$ cat config.mk
export PLATFORM = sky130hd
export DESIGN_NAME = abrba_sincos
export DESIGN_NICKNAME = d
export VERILOG_FILES = /design/src/design/abrba_pkg.sv /design/src/design/abrba_sincos.sv
export SDC_FILE = /design/constraint.sdc
export NUM_CORES = 2
export LEC_CHECK = 0
export BUFFER_PORTS_ARGS = -buffer_cell sky130_fd_sc_hd__buf_2
export CAP_MARGIN = 15
export CORE_UTILIZATION = 59
export DETAILED_ROUTE_END_ITERATION = 8
export PLACE_DENSITY_LB_ADDON = 0.25
export SLEW_MARGIN = 20
export SYNTH_ARGS = -nofsm -noshare
export SYNTH_HDL_FRONTEND = slang
export SYNTH_SLANG_ARGS = --single-unit
$ cat constraint.sdc
create_clock -name clk -period 4.2 [get_ports clk]
set_input_delay 0.42 -clock clk [delete_from_list [all_inputs] [get_ports clk]]
set_output_delay 0.42 -clock clk [all_outputs]
set_load 0.05 [all_outputs]
$ cat src/design/abrba_pkg.sv
// shared constants, types and arithmetic helpers for the beam angle pipeline
// no dependencies; used by abrba_sincos, abrba_atan2 and the top level
package abrba_pkg;

  localparam int ANGLE_BITS     = 16;
  localparam int TRIG_FRAC_BITS = 18;
  localparam int TURN_BITS      = 32;
  localparam int TURN_SHIFT     = TURN_BITS - ANGLE_BITS;

  localparam int TW  = TRIG_FRAC_BITS + 4;
  localparam int VW  = TRIG_FRAC_BITS + 6;
  localparam int ZW  = TURN_BITS + 2;
  localparam int RW  = ANGLE_BITS + 1;
  localparam int HSW = ANGLE_BITS + 2;
  localparam int SQW = 2 * TRIG_FRAC_BITS + 1;

  localparam int SC_LAT   = TRIG_FRAC_BITS + 2;
  localparam int MUL_LAT  = 4;
  localparam int PREP_LAT = 2;
  localparam int SQ_STEPS = TRIG_FRAC_BITS + 1;
  localparam int AT_LAT   = TRIG_FRAC_BITS + 3;
  localparam int LAM_DLY  = PREP_LAT + SQ_STEPS;
  localparam int HD_DLY   = SC_LAT + MUL_LAT + PREP_LAT + SQ_STEPS + AT_LAT;

  localparam int     GAIN_SHIFT = 30 - TRIG_FRAC_BITS;
  localparam longint GAIN_Q30   = 652032874;
  localparam longint X_INIT     = (GAIN_SHIFT == 0) ? GAIN_Q30 :
    ((GAIN_Q30 + (64'sd1 <<< ((GAIN_SHIFT > 0) ? GAIN_SHIFT - 1 : 0))) >>> GAIN_SHIFT);

  localparam logic signed [ZW-1:0] HALF_TURN = ZW'(1) << (TURN_BITS - 1);
  localparam logic signed [ZW-1:0] FULL_TURN = ZW'(1) << TURN_BITS;
  localparam logic signed [TW-1:0] ONE_Q     = TW'(1) << TRIG_FRAC_BITS;

  // atan(2^-i) in 32-bit turns
  localparam logic [31:0] ATAN_TURNS [0:30] = '{
    32'd536870912, 32'd316933406, 32'd167458907, 32'd85004756, 32'd42667331,
    32'd21354465, 32'd10679838, 32'd5340245, 32'd2670163, 32'd1335087,
    32'd667544, 32'd333772, 32'd166886, 32'd83443, 32'd41722, 32'd20861,
    32'd10430, 32'd5215, 32'd2608, 32'd1304, 32'd652, 32'd326, 32'd163,
    32'd81, 32'd41, 32'd20, 32'd10, 32'd5, 32'd3, 32'd1, 32'd1
  };

  typedef logic signed [TW-1:0] trig_t;

  // product rounded half away from zero back to the trig fraction
  function automatic trig_t qmul(input trig_t a, input trig_t b);
    logic signed [2*TW-1:0] p;
    logic signed [2*TW-1:0] q;
    p = (2*TW)'(a) * (2*TW)'(b);
    q = p + ((2*TW)'(1) << (TRIG_FRAC_BITS - 1)) - (2*TW)'(p[2*TW-1]);
    qmul = TW'(q >>> TRIG_FRAC_BITS);
  endfunction

  // turn to output units, rounded half away from zero
  function automatic logic signed [RW-1:0] round_turn(input logic signed [ZW-1:0] z);
    logic signed [ZW-1:0] q;
    q = z + (ZW'(1) << (TURN_SHIFT - 1)) - ZW'(z[ZW-1]);
    round_turn = RW'(q >>> TURN_SHIFT);
  endfunction

endpackage

$ cat src/design/abrba_sincos.sv
// pipelined rotation-mode cordic: sine and cosine of a 32-bit turn
// depends on abrba_pkg
module abrba_sincos (
  input  logic                                clk,
  input  logic                                rst_n,
  input  logic                                in_vld,
  input  logic [abrba_pkg::TURN_BITS-1:0]     ang,
  output logic                                out_vld,
  output logic signed [abrba_pkg::TW-1:0]     sin_o,
  output logic signed [abrba_pkg::TW-1:0]     cos_o
);
  localparam int N  = abrba_pkg::TRIG_FRAC_BITS;
  localparam int TB = abrba_pkg::TURN_BITS;
  localparam int TW = abrba_pkg::TW;
  localparam int ZW = abrba_pkg::ZW;

  logic [TB-1:0]        qtr_w;
  logic [TB-1:0]        af_w;
  logic                 flip_w;
  logic [N+1:0]         vld_r;
  logic signed [TW-1:0] x_r [N+1];
  logic signed [TW-1:0] y_r [N+1];
  logic signed [ZW-1:0] z_r [N+1];
  logic [N:0]           flip_r;
  logic signed [TW-1:0] sin_r;
  logic signed [TW-1:0] cos_r;

  assign qtr_w  = ang + (TB'(1) << (TB - 2));
  assign flip_w = qtr_w[TB-1];
  assign af_w   = flip_w ? (ang ^ (TB'(1) << (TB - 1))) : ang;

  always_ff @(posedge clk) begin
    if (!rst_n) begin
      vld_r <= '0;
    end else begin
      vld_r <= {vld_r[N:0], in_vld};
    end
  end

  always_ff @(posedge clk) begin
    x_r[0]    <= TW'(abrba_pkg::X_INIT);
    y_r[0]    <= '0;
    z_r[0]    <= ZW'(signed'(af_w));
    flip_r[0] <= flip_w;
  end

  for (genvar i = 0; i < N; i++) begin : g_iter
    always_ff @(posedge clk) begin
      if (z_r[i][ZW-1]) begin
        x_r[i+1] <= x_r[i] + (y_r[i] >>> i);
        y_r[i+1] <= y_r[i] - (x_r[i] >>> i);
        z_r[i+1] <= z_r[i] + ZW'(abrba_pkg::ATAN_TURNS[i]);
      end else begin
        x_r[i+1] <= x_r[i] - (y_r[i] >>> i);
        y_r[i+1] <= y_r[i] + (x_r[i] >>> i);
        z_r[i+1] <= z_r[i] - ZW'(abrba_pkg::ATAN_TURNS[i]);
      end
      flip_r[i+1] <= flip_r[i];
    end
  end

  always_ff @(posedge clk) begin
    sin_r <= flip_r[N] ? -y_r[N] : y_r[N];
    cos_r <= flip_r[N] ? -x_r[N] : x_r[N];
  end

  assign out_vld = vld_r[N+1];
  assign sin_o   = sin_r;
  assign cos_o   = cos_r;

endmodule

==> results.tsv <==
stage	metric	value	unit
routing	first_pass_iters	5	
global_routing	grt_pass1_vias	70400	
place	pre_cts_slack	0.0247	ns
setup_path	startpoint_type	flip-flop	
setup_path	critical_path_arrival	4.74	ns
floorplan	die_x	394	um
finish	nNetsFinal	12000	
finish	drive_above_1_share	6.50	%
clock_network	clock-sinks	1391	
routing	route.detailed.wl_per_inst	16.4	um
routing	m1WireLength	95.0	mm
timing	fmaxAchievable	0.249	GHz
floorplan	row_count	143	
clock_network	cts_buffer_depth	3	
place	place_hpwl	166	mm
yosys	synth-seq-cells	1391	
timing	finClkSkew	0.0288	ns
routing	num_vias	73200	
routing	via_per_inst	5.76	
worst_hold_path	holdCritPathClass	in -> reg	
routing	met3WireLength	9.33	mm
worst_hold_path	hold_path_end	z_r[0][9]$_DFF_P_	
place	io_buffer_count	79	
job	cap_violations	0	
global_routing	grt-ovfl-total	0	
setup_path	required	4.93	ns
setup_path	crit_fanout	5	
timing	finalCritPeriodShare	95.6	%
global_routing	track_usage	26.2	%
routing	drt_iter0_markers	4355	
timing	final.setup.tns	0	ns
setup_path	r2r_end	x_r[7][18]$_DFF_P_	
finish	final_area	100000	um^2
timing	final-setup-viol-count	0	
routing	antenna_left	0	
global_routing	grt_pass1_wl	344	mm
yosys	synth_area	90900	um^2
clock_network	clk_pin_slew	0.06	ns
floorplan	pin_count	80	
timing	setup_ws	0.185	ns
setup_path	r2r-start	y_r[6][7]$_DFF_P_	
yosys	syn_avg_cell_area	8.87	um^2
floorplan	dieArea	156000	um^2
clock_network	numCtsBuffers	152	
timing	relSlewSlack	34.5	%
worst_hold_path	hold_start	ang[9]	
clock_network	cts_tree	built	
routing	drcViolationCount	0	
setup_path	crit_buf_inv	1	
setup_path	crit_path_end_kind	flip-flop	
global_routing	grt_max_degree	45	
yosys	yosysUniqueCellTypes	93	
setup_path	reg2reg_slack	0.19	ns
outcome	status	finished clean	
worst_hold_path	whs_path_depth	2	
floorplan	initial_core_util	59.6	%
yosys	synth_ff_type	dfxtp_1	
setup_path	crit_chain	inv_1, ha_1, mux2_2, fa_1, a21o_1, a21oi_1, o21bai_1, a21o_1, a21o_1, a21boi_0, o21ai_0, o41a_1, a41oi_1, nor2b_1, xnor2_1	
timing	tightest_slew	0.970	ns
setup_path	slowest_stage	dfxtp_1	
yosys	ys_seq_area_share	30.6	%
setup_path	cp_common_cell	a21o_1	
setup_path	critPathTopFamily	compound AO/OA/AOI/OAI gates	
clock_network	insertion_delay	0.79	ns
timing	drv_slew	0	
clock_network	h-tree-depth	4	
finish	diodes	0	
routing	highest_layer	met4	
finish	areaGrowthSynthToFinish	10.5	%
timing	hold_viol	0	
place	place_area	94600	um^2
routing	wirelength	209	mm
clock_network	root_buffer	clkbuf_16	
global_routing	antenna_found_initial	5	
yosys	ys_async_sr_fraction	0	%
yosys	ys_warn_count	0	
floorplan	dieHeight	394	um
yosys	synth-edff-count	0	
floorplan	core_area	152000	um^2
place	gp_congestion	0.930	
yosys	syn-instance-count	10300	
yosys	syn-num-nets	11600	
setup_path	critPathKind	reg -> reg	
timing	period_minus_slack	4.01	ns
setup_path	reg2reg_depth	15	
routing	routed-wl-met2	99.4	mm
setup_path	max_stage_delay	0.46	ns
[per-layer routing]
layer,vias to the layer above,GRT usage [%]
met5,-,0
met4,0,7.21
met1,34000,33.5
li1,37300,-
met2,1568,46.0
met3,342,3.35
[cells by family (layout without fill, tap and decap cells)]
| family | after synthesis | after routing | share of synthesized area, % |
|---|---|---|---|
| flip-flops | 1391 | 1391 | 30.6 |
| adder cells (fa/ha/maj) | 1354 | 1354 | 19.1 |
| AND/OR/NAND/NOR | 2569 | 2569 | 13.6 |
| AO/OA/AOI/OAI | 2875 | 2875 | 20.1 |
| buffers and inverters | 624 | 1054 | 2.59 |
| multiplexers | 76 | 76 | 0.892 |
| XOR/XNOR | 1361 | 1361 | 13.1 |
[metrics by stage]
stage          instances  hold WS [ns]  utilization (%)
2_1_floorplan      10300         0.310                -
3_3_place_gp       12400         0.310             62.1
3_5_place_dp       12400         0.312             62.1
4_1_cts            12700         0.211             65.8
5_1_grt            12700         0.229             65.9
6_report           12700         0.274             65.9
[sequential cells by signal, summed over array words and instances (netlist names)]
signal and flops:
x_r 360, y_r 374, flip_r 19, sin_o 22
z_r 574, vld_r 20, cos_o 22
[layout make-up]
class | count | area (um^2)
well taps | 2030 | 2540
multi-input cells | 8235 | 60900
clock inverters | 69 | 983
repair buffers | 274 | 1980
clock buffers | 204 | 4300
inverters | 507 | 1910
fillers | 12500 | 52000
flip-flops and latches | 1391 | 27900
[synth_stat cells (all sizes together), types with 27 or more instances]
library cell,n,area [um^2]
a211o,27,238
a211oi,80,606
a21boi,45,338
a21o,456,3430
a21oi,1018,5110
a31oi,102,638
and2,74,464
and3,99,619
clkbuf,103,387
dfxtp,1391,27800
fa,50,1000
ha,1304,16300
inv,504,1890
mux2,40,450
mux2i,36,360
nand2,496,1860
nand2b,123,769
nand3,186,931
nand4,47,294
nor2,829,3110
nor2b,146,913
nor3,298,1490
nor4,56,357
o211ai,32,254
o21a,138,1040
o21ai,487,2440
o21bai,159,1190
o31ai,53,412
o41ai,39,387
or2,50,313
or3,70,438
xnor2,924,8090
xor2,437,3830
[placed cells by master, fill, tap and decap left out, types with 31 or more instances in the layout]
cell type         n
inv_1           503
xnor2_1         924
buf_2            79
a31oi_1         100
or3_1            70
and3_1           99
nand4_1          47
mux2i_1          35
o21bai_1        159
fa_1             50
nand3_1         186
o21ai_0         473
ha_1           1304
nand2b_1        123
a21boi_0         44
nor2_1          827
buf_4           157
a21o_1          454
nor4_1           52
nor2b_1         145
dfxtp_1        1380
dlygate4sd3_1    35
o21a_1          138
clkbuf_16       152
and2_1           73
a21oi_1        1008
nor3_1          294
a211oi_1         74
o31ai_1          52
o211ai_1         31
nand2_1         495
or2_2            50
mux2_2           40
xor2_1          437
[timing repair]
action	4_1_cts	5_1_grt
setup endpoints to repair	0	40
endpoints found under the hold margin	52	0
setup buffers	0	1
gates resized for setup	0	52
hold buffers	35	0
[worst register-to-register path, delay by kind of cell, from the launching register on]
kind                       cells  cell delay (ns)
and+or+nand+nor                1             0.20
AOI/OAI and AO/OA              9             2.12
DFF                            1             0.46
muxes                          1             0.29
adders and majority gates      2             0.71
xor gates and xnor gates       1             0.12
buffers and inverters          1             0.08
[worst max-delay path by stage]
stage	start	endpoint	slack, ns	depth (start not counted)
6_report	y_r[6][7]$_DFF_P_	x_r[7][18]$_DFF_P_	0.19	15
5_1_grt	y_r[13][13]$_DFF_P_	x_r[14][21]$_DFF_P_	-0.02	17
4_1_cts	z_r[10][33]$_DFF_P_	z_r[11][33]$_DFF_P_	0.009	13
3_5_place_dp	z_r[10][33]$_DFF_P_	z_r[11][33]$_DFF_P_	0.02	13
3_3_place_gp	z_r[10][33]$_DFF_P_	z_r[11][33]$_DFF_P_	0.08	13
2_1_floorplan	z_r[2][33]$_DFF_P_	z_r[3][31]$_DFF_P_	0.01	15
Power is not shown: default switching activity piles up to over one toggle a cycle in this logic, so the estimate is an artifact.
